[src/sv/vrp_pkg.sv]
// Shared types and constants for the video register port.
package vrp_pkg;

   localparam int CSR_INDEX_W = 2;

   localparam logic [CSR_INDEX_W-1:0] CSR_CONTROL   = 2'd0;
   localparam logic [CSR_INDEX_W-1:0] CSR_INCREMENT = 2'd1;

   localparam logic [2:0]  STATUS_RESET  = 3'd5;
   localparam logic [15:0] PALETTE_START = 16'h3F00;

   typedef enum logic [2:0] {
      OP_STATUS_READ  = 3'd0,
      OP_SCROLL_WRITE = 3'd1,
      OP_ADDR_WRITE   = 3'd2,
      OP_DATA_READ    = 3'd3,
      OP_STATUS_LOAD  = 3'd4
   } opcode_type;

   typedef struct packed {
      logic [2:0] opcode;
      logic [7:0] write_value;
      logic [7:0] memory_byte;
      logic       at_vblank_start;
      logic [2:0] status_flags_in;
   } item_type;

   typedef struct packed {
      logic [2:0]  status_bits;
      logic        write_toggle;
      logic [14:0] temp_addr;
      logic [15:0] live_addr;
      logic [7:0]  read_buffer;
      logic [2:0]  fine_x;
   } state_type;

   typedef struct packed {
      logic [7:0] control_value;
      logic [5:0] address_increment;
   } csr_type;

   typedef struct packed {
      logic [7:0]  read_value;
      logic [15:0] live_address;
      logic [14:0] temp_address;
      logic [2:0]  fine_scroll_x;
      logic        a12_notify;
      logic        a12_level;
      logic        toggle_out;
   } result_type;

endpackage

[src/sv/vrp_access.sv]
// Single-pass access logic: next register state and result for one access.
module vrp_access (
   input  vrp_pkg::item_type   item,
   input  vrp_pkg::state_type  state,
   input  vrp_pkg::csr_type    csr,
   output vrp_pkg::state_type  state_next,
   output vrp_pkg::result_type result
);

   logic [15:0] stepped_addr;
   logic [14:0] temp_second;
   logic [7:0]  read_value;
   logic        notify;

   assign stepped_addr = state.live_addr + {10'd0, csr.address_increment};
   assign temp_second  = {state.temp_addr[14:8], item.write_value};

   always_comb begin
      state_next = state;
      read_value = 8'd0;
      notify     = 1'b0;
      case (item.opcode)
         vrp_pkg::OP_STATUS_READ: begin
            read_value = {state.status_bits, csr.control_value[4:0]};
            if (item.at_vblank_start) begin
               read_value[7] = 1'b0;
            end
            state_next.write_toggle = 1'b1;
            state_next.status_bits  = {1'b0, state.status_bits[1:0]};
         end
         vrp_pkg::OP_SCROLL_WRITE: begin
            if (state.write_toggle) begin
               state_next.temp_addr[4:0] = item.write_value[7:3];
               state_next.fine_x         = item.write_value[2:0];
               state_next.write_toggle   = 1'b0;
            end else begin
               state_next.temp_addr[14:12] = item.write_value[2:0];
               state_next.temp_addr[9:5]   = item.write_value[7:3];
               state_next.write_toggle     = 1'b1;
            end
         end
         vrp_pkg::OP_ADDR_WRITE: begin
            if (state.write_toggle) begin
               // clear bit 14, load six bits into the high byte
               state_next.temp_addr[14:8] = {1'b0, item.write_value[5:0]};
               state_next.write_toggle    = 1'b0;
            end else begin
               state_next.temp_addr    = temp_second;
               state_next.live_addr    = {1'b0, temp_second};
               state_next.write_toggle = 1'b1;
               notify                  = 1'b1;
            end
         end
         vrp_pkg::OP_DATA_READ: begin
            state_next.live_addr = stepped_addr;
            if (stepped_addr < vrp_pkg::PALETTE_START) begin
               read_value              = state.read_buffer;
               state_next.read_buffer  = item.memory_byte;
            end else begin
               read_value = item.memory_byte;
            end
         end
         vrp_pkg::OP_STATUS_LOAD: begin
            state_next.status_bits = item.status_flags_in;
         end
         default: begin
         end
      endcase
   end

   assign result.read_value    = read_value;
   assign result.live_address  = state_next.live_addr;
   assign result.temp_address  = state_next.temp_addr;
   assign result.fine_scroll_x = state_next.fine_x;
   assign result.a12_notify    = notify;
   assign result.a12_level     = notify & state_next.live_addr[12];
   assign result.toggle_out    = state_next.write_toggle;

endmodule

[src/sv/video_register_port_top.sv]
// Top level of the video register port: input stage, state, result stage, CSRs.
//
// Usage:
//   req_*  one bus access per transfer: opcode, write byte, memory byte at the
//          live address, vblank-start flag and the flags for a status load.
//   rsp_*  one result per access: read byte, live and temporary address,
//          fine X scroll, A12 notification and level, write toggle.
//   csr_*  register writes: index 0 control value, index 1 address increment.
//          csr_ready is always high; other indexes are ignored. Write only
//          while no access is in flight.
// Path: an access goes into the input register, then through one pass of
//   access logic into the result register, whose output drives rsp_*.
// Throughput: one access per cycle while not stalled; the input and result
//   registers are a two-deep pipeline; an access is taken while a result waits.
// Stall: while rsp_stall holds a result, the input stage fills and then
//   req_stall rises in the same cycle as the blockage reaches it.
// Reset: synchronous, active high; empties both stages, status flags go to
//   vblank and overflow set, the toggle expects a first write, addresses,
//   fine X and read buffer clear, control 0, increment 1.
module video_register_port_top (
   input  logic        clock,
   input  logic        reset,
   input  logic        req_valid,
   output logic        req_stall,
   input  logic [2:0]  req_opcode,
   input  logic [7:0]  req_write_value,
   input  logic [7:0]  req_memory_byte,
   input  logic        req_at_vblank_start,
   input  logic [2:0]  req_status_flags_in,
   output logic        rsp_valid,
   input  logic        rsp_stall,
   output logic [7:0]  rsp_read_value,
   output logic [15:0] rsp_live_address,
   output logic [14:0] rsp_temp_address,
   output logic [2:0]  rsp_fine_scroll_x,
   output logic        rsp_a12_notify,
   output logic        rsp_a12_level,
   output logic        rsp_toggle_out,
   input  logic        csr_valid,
   output logic        csr_ready,
   input  logic [vrp_pkg::CSR_INDEX_W-1:0] csr_index,
   input  logic [7:0]  csr_data
);

   logic                in_valid_ff;
   vrp_pkg::item_type   in_item_ff;
   vrp_pkg::state_type  state_ff;
   vrp_pkg::state_type  state_in;
   vrp_pkg::csr_type    csr_ff;
   logic                out_valid_ff;
   vrp_pkg::result_type out_result_ff;
   vrp_pkg::result_type result_in;
   logic                advance;
   logic                in_accept;

   // Advance the input stage when the result stage is empty or being drained.
   assign advance   = in_valid_ff & (~out_valid_ff | ~rsp_stall);
   assign req_stall = in_valid_ff & ~advance;
   assign in_accept = req_valid & ~req_stall;
   assign csr_ready = 1'b1;

   vrp_access u_access (
      .item       (in_item_ff),
      .state      (state_ff),
      .csr        (csr_ff),
      .state_next (state_in),
      .result     (result_in)
   );

   // Control state and architectural registers.
   always_ff @(posedge clock) begin
      if (reset) begin
         in_valid_ff              <= 1'b0;
         out_valid_ff             <= 1'b0;
         state_ff.status_bits     <= vrp_pkg::STATUS_RESET;
         state_ff.write_toggle    <= 1'b1;
         state_ff.temp_addr       <= '0;
         state_ff.live_addr       <= '0;
         state_ff.read_buffer     <= '0;
         state_ff.fine_x          <= '0;
         csr_ff.control_value     <= 8'd0;
         csr_ff.address_increment <= 6'd1;
      end else begin
         if (in_accept) begin
            in_valid_ff <= 1'b1;
         end else if (advance) begin
            in_valid_ff <= 1'b0;
         end
         if (advance) begin
            out_valid_ff <= 1'b1;
            state_ff     <= state_in;
         end else if (~rsp_stall) begin
            out_valid_ff <= 1'b0;
         end
         if (csr_valid && csr_ready) begin
            if (csr_index == vrp_pkg::CSR_CONTROL) begin
               csr_ff.control_value <= csr_data;
            end else if (csr_index == vrp_pkg::CSR_INCREMENT) begin
               csr_ff.address_increment <= csr_data[5:0];
            end
         end
      end
   end

   // Payload registers: hold while stalled.
   always_ff @(posedge clock) begin
      if (in_accept) begin
         in_item_ff.opcode          <= req_opcode;
         in_item_ff.write_value     <= req_write_value;
         in_item_ff.memory_byte     <= req_memory_byte;
         in_item_ff.at_vblank_start <= req_at_vblank_start;
         in_item_ff.status_flags_in <= req_status_flags_in;
      end
      if (advance) begin
         out_result_ff <= result_in;
      end
   end

   assign rsp_valid         = out_valid_ff;
   assign rsp_read_value    = out_result_ff.read_value;
   assign rsp_live_address  = out_result_ff.live_address;
   assign rsp_temp_address  = out_result_ff.temp_address;
   assign rsp_fine_scroll_x = out_result_ff.fine_scroll_x;
   assign rsp_a12_notify    = out_result_ff.a12_notify;
   assign rsp_a12_level     = out_result_ff.a12_level;
   assign rsp_toggle_out    = out_result_ff.toggle_out;

endmodule

[config.mk]
export PLATFORM = sky130hd
export DESIGN_NAME = video_register_port_top
export DESIGN_NICKNAME = d
export VERILOG_FILES = /design/src/sv/vrp_pkg.sv /design/src/sv/vrp_access.sv /design/src/sv/video_register_port_top.sv
export SDC_FILE = /design/constraint.sdc
export NUM_CORES = 1
export LEC_CHECK = 0
export BUFFER_PORTS_ARGS = -buffer_cell sky130_fd_sc_hd__buf_2
export CAP_MARGIN = 0
export CELL_PAD_IN_SITES_DETAIL_PLACEMENT = 2
export CELL_PAD_IN_SITES_GLOBAL_PLACEMENT = 2
export CORE_MARGIN = 3
export CORE_UTILIZATION = 36
export DETAILED_ROUTE_END_ITERATION = 10
export GPL_TIMING_DRIVEN = 0
export PLACE_DENSITY = 0.76
export SYNTH_ARGS = -nofsm -noshare
export SYNTH_HDL_FRONTEND = slang
export SYNTH_SLANG_ARGS = --single-unit
[constraint.sdc]
create_clock -name clock -period 3.6 [get_ports clock]
set_input_delay 0.72 -clock clock [delete_from_list [all_inputs] [get_ports clock]]
set_output_delay 0.72 -clock clock [all_outputs]
set_load 0.05 [all_outputs]
# After elaboration in Yosys (flattened, before gate mapping)
# Cells that the tools add are included.
[word_totals] register_bits=127 out_inout_bits=48 romBits=0 elab_cells=73 in_bits=38 mem_bits_rw=0 latchBits=0 memories=0
[op_classes] n_addsub=1 n_reduce_logical=9 n_bitwise=11 mux=22 order_cmp=1 multipliers=0 eq_ne=6 n_div=0 n_shift=0
[op_table] cell="one-hot mux 16 bit (2 select lines)" count=1
[op_table] cell="two-way mux 24 bit" count=1
[op_table] cell="one-hot mux 10 bit (2 select lines)" count=1
[op_table] cell="adder 16 x 6 -> 16 bit" count=1
[op_table] cell="less-than comparator 16 x 14 -> 1 bit (second input constant)" count=1
[op_table] cell="two-way mux 8 bit" count=2
[op_table] cell="one-hot mux 8 bit (2 select lines)" count=1
[op_table] cell="one-hot mux 3 bit (2 select lines)" count=2
[op_table] cell="two-way mux 5 bit" count=2
[op_table] cell="two-way mux 3 bit" count=3
[op_table] cell="AND reduction 3 bit" count=3
[op_table] cell="two-way mux 1 bit" count=7
[op_table] cell="equality test 3 x 2 -> 1 bit (second input constant)" count=2
[op_table] cell="inverter 1 bit" count=6
[op_table] cell="AND 1 bit" count=4
[op_table] cell="AND reduction 2 bit" count=2
[op_table] cell="nonzero test 2 bit" count=2
[op_table] cell="equality test 3 x 1 -> 1 bit (second input constant)" count=1
[op_table] cell="equality test 3 bit (second input constant)" count=1
[op_table] cell="logical NOT 3 bit" count=1
[op_table] cell="one-hot mux 1 bit (3 select lines)" count=1
[op_table] cell="equality test 2 x 1 -> 1 bit (second input constant)" count=1
[op_table] cell="logical NOT 2 bit" count=1
[op_table] cell="two-way mux 2 bit" count=1
[op_table] cell="2 further kinds" count=2

# Logic depth before layout (Yosys ltp)
# Gate-level depths: netlist (run 1).
[depth] depth_word=8 ltp_mapped=11 depth_no_buf=10

# Cells and area by module
# From an unflattened synthesis (run 1), not the netlist that was laid out.
[unflattened] cells_unflattened=648 hier_area_um2=6835.3
[by_module_without_submodules] mod="video_register_port_top" cells_each=336 area_each_um2=4794.6 instances=1 seq_area_each_um2=3283.1
[by_module_without_submodules] mod="vrp_access" cells_each=312 area_each_um2=2040.7 instances=1 seq_area_each_um2=0.0

# Worst setup path before layout (run 1)
# No wires, ideal clock.
[synth_timing] path_type="input-to-reg" start="in rsp_stall" end="reg out_result_ff (netlist bit rsp_a12_level), enable pin" cell_stages=5 t_required_ns=3.173 path_buffers=2 slack_ns=0.395 arrival_ns=2.779 setup_time_ns=0.427 path_cell_list="nand2_1 -> nand2_1 -> inv_1 -> clkbuf_1 -> clkbuf_1"
[synth_between] elab_chain_cells=3
[synth_lines] element="start: declaration" line="video_register_port_top.sv:31" rtl="input logic rsp_stall,"
[synth_lines] element="inverter 1 bit"
[synth_lines] element="OR 1 bit" line="video_register_port_top.sv:57" rtl="assign advance = in_valid_ff & (~out_valid_ff | ~rsp_stall);"
[synth_lines] element="AND 1 bit" line="video_register_port_top.sv:57"
[synth_lines] element="net advance" line="video_register_port_top.sv:53" rtl="logic advance;"
[synth_lines] element="end signal: assignment" line="video_register_port_top.sv:115" rtl="out_result_ff <= result_in;"
[synth_lines] element="end: declaration" line="video_register_port_top.sv:51" rtl="vrp_pkg::result_type out_result_ff;"
# The timed path passes the listed nets, and every way through them passes these cells.
# A chain may end at the register's enable or synchronous reset.

# Final worst setup path (run 1)
[layout_timing] start="reg state_ff[11] in the netlist's numbering" end="reg state_ff[5] in the netlist's numbering"
[layout_between] elab_chain_cells=3
[layout_lines] element="start: declaration" line="video_register_port_top.sv:47" rtl="vrp_pkg::state_type state_ff;"
[layout_lines] element="start signal: assignment" line="video_register_port_top.sv:91" rtl="state_ff <= state_in;"
[layout_lines] element="adder 16 x 6 -> 16 bit" line="vrp_access.sv:15" rtl="assign stepped_addr = state.live_addr + {10'd0, csr.address_increment};"
[layout_lines] element="less-than comparator 16 x 14 -> 1 bit" line="vrp_access.sv:56" rtl="if (stepped_addr < vrp_pkg::PALETTE_START) begin"
[layout_lines] element="AND reduction 3 bit (no source line)"
# Every way passes these cells.

==> flow_summary.yaml, run 1 <==
timing:
  worst_slew_pin_slew_ps: 1120
  drv_slew: 0
  relSlewSlack_pct: 25.4
  rsz0062_at_grt: "false"
  fmax_mhz: 334
  fin_crit_ps: 2990
  setup_tns_ps: 0
  timing.clock.skew_ps: 13.2
  min_period_over_period_pct: 83.1
  hold_violations: 0
  timing.final.ws_setup_ps: 608
  finalSetupViolations: 0
power:
  total_leakage_power_nw: 2.77
  p_total_mw: 3.89
  ir_drop_v: 0.000312
  p_per_area_mw_per_mm2: 544
synthesis:
  synth-simple-area-share_pct: 17.4
  yosysSeqAreaShare_pct: 55.6
  synth_area_leader_cell: "edfxtp_1"
  syn_area_mm2: 0.00580
  synth_top_area_share_pct: 35.2
  synth_top_family_by_area: "simple AND/OR/NAND/NOR gates"
  async_reset_ff_share_pct: 0
  synthMuxAreaShare_pct: 6.76
  synth_edf_count: 68
  synth_ff_type: "edfxtp_1"
  syn_nets: 603
  synth_area_leaders: "edfxtp_1, dfxtp_1, nand2_1"
  yosys.area_share.xor_xnor_pct: 0.734
  synth_compound_area_share_pct: 14.6
  ys_warn_count: 0
  synth_cell_types: 67
  syn_avg_cell_area_um2: 10.4
  synth-seq-cells: 127
  synth-adder-area-share_pct: 1.64
  syn_inst: 558
clocking:
  clock_path_buffers: 2
  clk_latency_ps: 430
  cts_buffers: 17
  cts_root_buffer: "clkbuf_16"
  htree_levels: 4
  cts_tree: "done"
  postCtsSetupBuffers: 0
  cts_sinks: 127
  clkTransAtPathRegs_ps: 60
  cts.repair.resized: 0
  postCtsHoldBufs: 0
setup_path:
  arrival_ps: 3340
  crit_buf_inv: 1
  start_kind: "register"
  max_stage_delay_ps: 560
  critPathCaptureType: "register"
  crit_required_ps: 3950
  critical-path-top-delay-family: "compound AO/OA/AOI/OAI gates"
  slowest_stage: "nor3_4"
  critical_path_peak_fanout: 8
  path_class: "reg -> reg"
  crit_chain: "ha_1, inv_1, fa_1, nor2b_4, o31a_4, o2111ai_1, o21ai_1, o21ai_2, nor3_4, mux2i_1"
floorplanning:
  die_y_um: 133
  core.rowCount: 45
  die_area_mm2: 0.0177
  die_width_um: 133
  core_mm2: 0.0155
  start_util_pct: 37.4
  num_io_pins: 86
layout:
  final_layout_size_suffix_gt1_share_pct: 21.5
  nFillCells: 1654
  final_common_cell: "nand2_1"
  most-common-layout-cells: "nand2_1, buf_2, edfxtp_1, dfxtp_1"
  nets: 706
  num_antenna_cells: 0
  area_growth_pct: 23.2
  post-route-util_pct: 46.1
placement:
  numPortBuffers: 82
  globalplace.congestion: 0.822
  hpwl_um: 13400
  post-place-ws_ps: 497
grt:
  overflow: 0
  first_global_vias: 5349
  grt_usage_pct: 22.4
  grt_pass1_wl_um: 30400
  grt_max_degree: 40
  antenna_found_initial: 0
drt:
  avgRoutedWirePerCell_um: 21.7
  drt-initial-drc-count: 279
  drc: 0
  drt-total-wl_um: 19200
  vias: 4922
  antenna_left: 0
  dr.pass1.iters: 5
  viasPerCell: 5.56
min_path:
  hp-class: "reg -> reg"
status:
  outcome: "finished clean"
run:
  maxCapViolCount: 0
flip-flops by register name, indices dropped and copies added (netlist names):
name / cells
in_item_ff: 23
state_ff: 46
rsp_a12_level: 1
rsp_fine_scroll_x: 3
rsp_valid: 1
rsp_a12_notify: 1
csr_ff: 11
in_valid_ff: 1
rsp_live_address: 16
rsp_toggle_out: 1
rsp_temp_address: 15
rsp_read_value: 8
worst reg2reg max path, cell delays in order (launching register included):
cell,delay [ps]
dfxtp_1,360
ha_1,230
inv_1,70
fa_1,450
nor2b_4,160
o31a_4,200
o2111ai_1,190
o21ai_1,240
o21ai_2,190
nor3_4,560
mux2i_1,260
report_power, final:
part	total [mW]	switching [mW]	internal (mW)
clock	1.86	0.655	1.21
sequential	1.64	0.0418	1.60
combinational	0.385	0.282	0.103
total	3.89	0.979	2.91
cells by family (layout without fill, tap and decap cells):
kind of cell | Yosys count | after routing
adders and majority gates | 7 | 7
DFF | 127 | 127
xor gates and xnor gates | 4 | 4
and+or+nand+nor | 214 | 214
AOI/OAI and AO/OA | 125 | 125
muxes | 38 | 38
other | 1 | 1
buffers and inverters | 42 | 158
stage by stage:
step | hold WS (ps) | area (µm²) | cells
6_report | 465 | 7140 | 885
5_1_grt | 456 | 7140 | 885
4_1_cts | 454 | 7140 | 885
3_5_place_dp | 450 | 6510 | 853
3_3_place_gp | 442 | 6470 | 851
2_1_floorplan | 433 | 5800 | 558
worst paths after layout:
check                                  start      endpoint  slack, ps  cells past startpoint
worst max-delay path            state_ff[11]   state_ff[5]        610                     10
worst min register to register  state_ff[34]  state_ff[34]        460                      2
worst max register to register  state_ff[11]   state_ff[5]        610                     10
worst min-delay path            state_ff[34]  state_ff[34]        460                      2
synthesized netlist by cell type (3+ instances only):
cell	n
nand2_1	90
edfxtp_1	68
dfxtp_1	59
a21oi_1	42
nor2_1	42
mux2i_1	32
clkbuf_1	25
nand3_1	22
o21ai_0	20
nor3_1	18
o22ai_1	10
nand4_1	9
inv_1	8
a32oi_1	7
nor2b_1	7
ha_1	6
o211ai_1	6
a22oi_1	5
mux2_2	5
nand2b_1	4
o211a_1	4
a211oi_1	3
a21o_1	3
o21a_1	3
or3_1	3
layout make-up:
type	count	area (µm²)	area share [%]
Sequential cell	127	3220	45.1
Multi-Input combinational cell	389	2380	33.4
Clock inverter	11	161	2.26
Inverter	9	33.8	0.473
Tap cell	211	264	3.70
Timing Repair Buffer	84	445	6.24
Clock buffer	21	470	6.59
Buffer	33	158	2.21
metal layers:
layer	GRT usage [%]	wire, µm	vias to the layer above
met2	37.5	9510	137
met4	8.78	535	0
li1	-	-	2247
met3	4.30	919	36
met5	0	0	-
met1	28.6	8220	2502
Note: power is estimated with default switching activity, not from simulation.
==> run 2: changes to the inputs <==
==> constraint.sdc (replaced) <==
create_clock -name clock -period 2.9 [get_ports clock]
set_input_delay 0.58 -clock clock [delete_from_list [all_inputs] [get_ports clock]]
set_output_delay 0.58 -clock clock [all_outputs]
set_load 0.05 [all_outputs]
==> run 2 against run 1 <==
Net effect: power grew 20%; cell area shrank 0.44%; register-to-register slack lost 520 ps; hold slack lost 140 ps; setup slack lost 520 ps; combinational power grew 22%; wire length grew 0.96%; critical endpoint is now rsp_read_value[7].
==> flow_summary.yaml, run 2 (synthesis results as in run 1) <==
drt:
  vias: 4898
  drt-total-wl_um: 19400
  viasPerCell: 5.55
  avgRoutedWirePerCell_um: 21.9
  drt-initial-drc-count: 375
  dr.pass1.iters: 5
  antenna_left: 0
  drc: 0
placement:
  post-place-ws_ps: -461
  globalplace.congestion: 0.823
  hpwl_um: 13400
  placed_area_mm2: 0.00649
  numPlacedInstances: 852
  numPortBuffers: 82
layout:
  largest_reg_flops: 46
  final_common_cell: "nand2_1"
  nets: 704
  design_area_mm2: 0.00711
  area_growth_pct: 22.7
  top_register: "state_ff"
  nFillCells: 1638
  most-common-layout-cells: "nand2_1, buf_2, edfxtp_1, dfxtp_1, a21oi_1"
  num_antenna_cells: 0
  fin_cells: 883
  final_layout_size_suffix_gt1_share_pct: 21.7
grt:
  overflow: 0
  first_global_vias: 5345
  antenna_found_initial: 0
  grt_pass1_wl_um: 30600
  grt_usage_pct: 22.6
  grt_max_degree: 55
setup_path:
  max_stage_delay_ps: 370
  crit_required_ps: 3080
  slowest_stage: "or3_1"
  critPathCaptureType: "register"
  path_class: "reg -> reg"
  critical_path_peak_fanout: 8
  r2r_start: "csr_ff[0]"
  crit_chain: "ha_4, inv_1, fa_2, nor2b_4, o31a_4, o211ai_2, mux2_4, or3_1, buf_6, a41oi_2, nand2_1"
  r2r_setup_slack_ps: 90
  rr_endpoint: "rsp_read_value[7]"
  arrival_ps: 2990
  start_kind: "register"
  reg2regPathDepth: 11
timing:
  worst_slew_pin_slew_ps: 1170
  relSlewSlack_pct: 21.4
  fmax_mhz: 356
  finalSetupViolations: 0
  min_period_over_period_pct: 96.9
  drv_slew: 0
  rsz0062_at_grt: "false"
  fin_crit_ps: 2810
  timing.final.ws_setup_ps: 90.2
  timing.clock.skew_ps: 8.31
  hold_violations: 0
min_path:
  worstHoldStart: "req_status_flags_in[1]"
  holdPathStages: 1
  hp-class: "in -> reg"
  holdPathEnd: "in_item_ff[1]"
power:
  total_leakage_power_nw: 2.75
  p_per_area_mw_per_mm2: 654
  power_frac_comb_pct: 10.1
  power_switching_mw: 1.19
  power_frac_seq_pct: 43.8
  p_int_mw: 3.46
  ir_drop_v: 0.000473
  pwr-share-clk_pct: 46.1
  switching_share_pct: 25.6
clocking:
  cts_sinks: 127
  cts_tree: "done"
  clkTransAtPathRegs_ps: 60
  clock_path_buffers: 2
  htree_levels: 4
  clk_latency_ps: 420
  cts_buffers: 17
  cts_root_buffer: "clkbuf_16"
status:
  outcome: "finished clean"
floorplanning:
  core.rowCount: 45
  die_width_um: 133
  num_io_pins: 86
  core_mm2: 0.0155
  start_util_pct: 37.4
  die_y_um: 133
  die_area_mm2: 0.0177
run:
  maxCapViolCount: 0
## run 2: worst max-delay path by stage
stage | from | endpoint | slack (ps)
final | csr_ff[0] | rsp_read_value[7] | 90
after global routing | csr_ff[0] | rsp_read_value[7] | 0.09
after CTS | state_ff[11] | rsp_read_value[7] | 20
after detailed placement | rsp_stall | state_ff[25] | -460
after global placement | rsp_stall | rsp_live_address[6] | -320
after floorplan | state_ff[11] | rsp_read_value[7] | 220
## run 2: per-layer routing
metal	part of all wire (%)	up-vias	GRT usage, %
li1	-	2250	-
met1	43	2488	28.5
met2	50	132	38.1
met3	4.6	28	5.13
met4	1.9	0	7.74
met5	0	-	0
## run 2: per-stage QoR
step,hold slack [ps],util [%],power [mW],setup TNS [ps]
floorplan,433,-,2.37,0
global placement,442,41.8,2.51,-16860
detailed placement,463,41.9,2.54,-24050
CTS,317,45.8,4.69,0
global route,311,45.9,4.81,0
finish,329,45.9,4.65,0
## run 2: final cells by class
cell class	instances	area, µm²	share of cell area [%]
plain buffers	31	153	2.15
clock buffers	18	439	6.18
clock inverters	14	148	2.08
inverters	9	33.8	0.475
multi-input cells	389	2400	33.8
flip-flops and latches	127	3220	45.4
well taps	211	264	3.71
repair buffers	84	445	6.27
## run 2: repair_timing
action                                 CTS  global route
setup buffers                            1             0
endpoints found under the hold margin    0             0
resized for setup                        2             4
gates cloned                             0             0
pin swaps                                1             0
hold buffers                             0             0
setup endpoints to repair               70            19
## run 2: critical path, delay by kind of cell (launching register included)
| kind | cells | cell delay [ps] |
|---|---|---|
| and+or+nand+nor | 3 | 480 |
| muxes | 1 | 360 |
| DFF | 1 | 340 |
| buffers and inverters | 2 | 240 |
| adders and majority gates | 2 | 430 |
| AOI/OAI and AO/OA | 3 | 710 |
## run 2: power groups by stage
stage | clock network [mW] | logic [mW] | registers [mW]
after floorplan | 0 | 0.204 | 2.16
after global placement | 0 | 0.447 | 2.07
after detailed placement | 0 | 0.470 | 2.07
after CTS | 2.18 | 0.476 | 2.04
after global routing | 2.26 | 0.510 | 2.05
final | 2.14 | 0.470 | 2.04
==> run 3: changes to the inputs <==
--- a/config.mk
+++ b/config.mk
@@ -9,11 +9,13 @@
 export CAP_MARGIN = 0
 export CELL_PAD_IN_SITES_DETAIL_PLACEMENT = 2
 export CELL_PAD_IN_SITES_GLOBAL_PLACEMENT = 2
-export CORE_MARGIN = 3
-export CORE_UTILIZATION = 36
+export CORE_MARGIN = 5
+export CORE_UTILIZATION = 38
+export CTS_BUF_LIST = sky130_fd_sc_hd__clkbuf_2 sky130_fd_sc_hd__clkbuf_4 sky130_fd_sc_hd__clkbuf_8
 export DETAILED_ROUTE_END_ITERATION = 10
 export GPL_TIMING_DRIVEN = 0
-export PLACE_DENSITY = 0.76
+export PLACE_DENSITY = 0.79
 export SYNTH_ARGS = -nofsm -noshare
 export SYNTH_HDL_FRONTEND = slang
 export SYNTH_SLANG_ARGS = --single-unit
+export TNS_END_PERCENT = 5
==> run 3 against run 2 <==
Net effect: sequential share of layout area increased by 1.0 points; wire length increased by 2.2%; via count increased by 1.6%; clock skew increased by 3.4 ps; clock-buffer cell count increased by 5; core utilization increased by 0.15 points; hold slack got worse by 27 ps; die area increased by 0.93%; critical path type unchanged; largest cell class unchanged; highest routed layer unchanged.
==> flow_summary.yaml, run 3 (synthesis results as in run 1) <==
clocking:
  htree_levels: 4
  clock_path_buffers: 2
  clk_latency_ps: 450
  cts_root_buffer: "clkbuf_8"
  clkTransAtPathRegs_ps: 70
  cts_tree: "done"
  cts_buffers: 17
  cts_sinks: 127
grt:
  first_global_vias: 5445
  grt_max_degree: 55
  overflow: 0
  antenna_found_initial: 0
  grt_pass1_wl_um: 30800
  grt_usage_pct: 22.5
layout:
  most-common-layout-cells: "nand2_1, buf_2, edfxtp_1, dfxtp_1"
  area_growth_pct: 19.9
  fin_cells: 865
  top_register: "state_ff"
  nFillCells: 1634
  num_antenna_cells: 0
  nets: 710
  largest_reg_flops: 46
  final_layout_size_suffix_gt1_share_pct: 22.7
  final_common_cell: "nand2_1"
  post-route-util_pct: 46.1
power:
  pwr-share-clk_pct: 39.1
  p_int_mw: 3.03
  power_switching_mw: 1.10
  total_leakage_power_nw: 2.69
  p_total_mw: 4.12
  switching_share_pct: 26.6
  power_frac_seq_pct: 49.3
  p_per_area_mw_per_mm2: 593
  ir_drop_v: 0.000375
  power_frac_comb_pct: 11.6
timing:
  fmax_mhz: 352
  relSlewSlack_pct: 22.0
  timing.clock.skew_ps: 11.7
  drv_slew: 0
  finalSetupViolations: 0
  min_period_over_period_pct: 98.0
  hold_violations: 0
  fin_crit_ps: 2840
  worst_slew_pin_slew_ps: 1160
  setup_tns_ps: 0
setup_path:
  path_class: "reg -> reg"
  start_kind: "register"
  rr_endpoint: "rsp_read_value[6]"
  arrival_ps: 3030
  r2r_start: "csr_ff[0]"
  crit_required_ps: 3090
  reg2regPathDepth: 11
  cp-startpoint: "csr_ff[0]"
  setup.worst_path.end: "rsp_read_value[6]"
  critical_path_peak_fanout: 8
  critPathCaptureType: "register"
  r2r_setup_slack_ps: 60
run:
  maxCapViolCount: 0
min_path:
  hp-class: "in -> reg"
floorplanning:
  core.rowCount: 45
  die_y_um: 133
  num_io_pins: 86
  start_util_pct: 38.4
  die_area_mm2: 0.0178
  die_width_um: 133
  core_mm2: 0.0151
placement:
  hpwl_um: 13700
  numPlacedInstances: 829
  globalplace.congestion: 0.837
  numPortBuffers: 82
drt:
  antenna_left: 0
  viasPerCell: 5.75
  drt-total-wl_um: 19800
  drt-initial-drc-count: 324
  avgRoutedWirePerCell_um: 22.9
  vias: 4978
  dr.pass1.iters: 4
  drc: 0
status:
  outcome: "finished clean"
==> run 3: cell types whose count changed in the layout (fill, tap and decap cells not counted), sizes merged <==
| cell | before | now |
|---|---|---|
| clkinv | 12 | 6 |
| clkbuf | 42 | 48 |
| buf | 90 | 95 |
==> run 3: worst max-delay path, cell delays in order, from the launching register on <==
cell and delay [ps]:
dfxtp_2 350, ha_4 170, inv_2 70, fa_2 260
nor2b_4 60, o31a_4 330, o211ai_4 210, mux2_4 350
or3_1 370, buf_6 150, nand4_1 120, nand3_1 110
==> run 3: how the worst min path moves through the flow <==
stage	startpoint	to	slack, ps	cells after the start
2_1_floorplan	in_item_ff[0]	state_ff[43]	430	2
3_3_place_gp	state_ff[33]	state_ff[33]	440	2
3_5_place_dp	state_ff[34]	state_ff[34]	460	2
4_1_cts	req_write_value[1]	in_item_ff[13]	280	1
5_1_grt	req_memory_byte[6]	in_item_ff[10]	290	1
6_report	req_write_value[5]	in_item_ff[17]	300	1
==> run 3: area by class of cell <==
class	count	area, µm²	share of cell area (%)
flip-flops and latches	127	3230	46.4
multi-input cells	389	2410	34.7
repair buffers	89	483	6.95
clock buffers	23	292	4.19
well taps	188	235	3.38
plain buffers	32	156	2.25
clock inverters	8	113	1.62
inverters	9	33.8	0.486
==> run 3: repair_timing <==
item | CTS | global route
gates resized for setup | 5 | 4
hold buffers | 0 | 0
cloned | 0 | 0
pin swaps | 2 | 3
buffers inserted | 5 | 1
setup endpoints to repair | 70 | 13
==> run 3: per-layer routing <==
metal	share of wire [%]	GRT usage, %	vias to the layer above
li1	-	-	2254
met1	42	27.9	2524
met2	51	39.1	167
met3	4.5	4.04	33
met4	2.9	8.29	0
met5	0	0	-
==> run 3: stage by stage <==
| stage | setup WS [ps] | hold WS (ps) | area, µm² |
|---|---|---|---|
| floorplan | 220 | 433 | 5800 |
| global placement | -286 | 443 | 6440 |
| detailed placement | -393 | 460 | 6460 |
| CTS | 28.1 | 285 | 6930 |
| global route | -33.2 | 285 | 6950 |
| finish | 58.8 | 303 | 6950 |
==> run 3: power by group through the flow <==
stage	Combinational, mW	Sequential (mW)	Clock, mW
floorplan	0.204	2.16	0
global placement	0.445	2.07	0
detailed placement	0.467	2.07	0
CTS	0.478	2.03	1.63
global route	0.510	2.04	1.71
finish	0.478	2.03	1.61
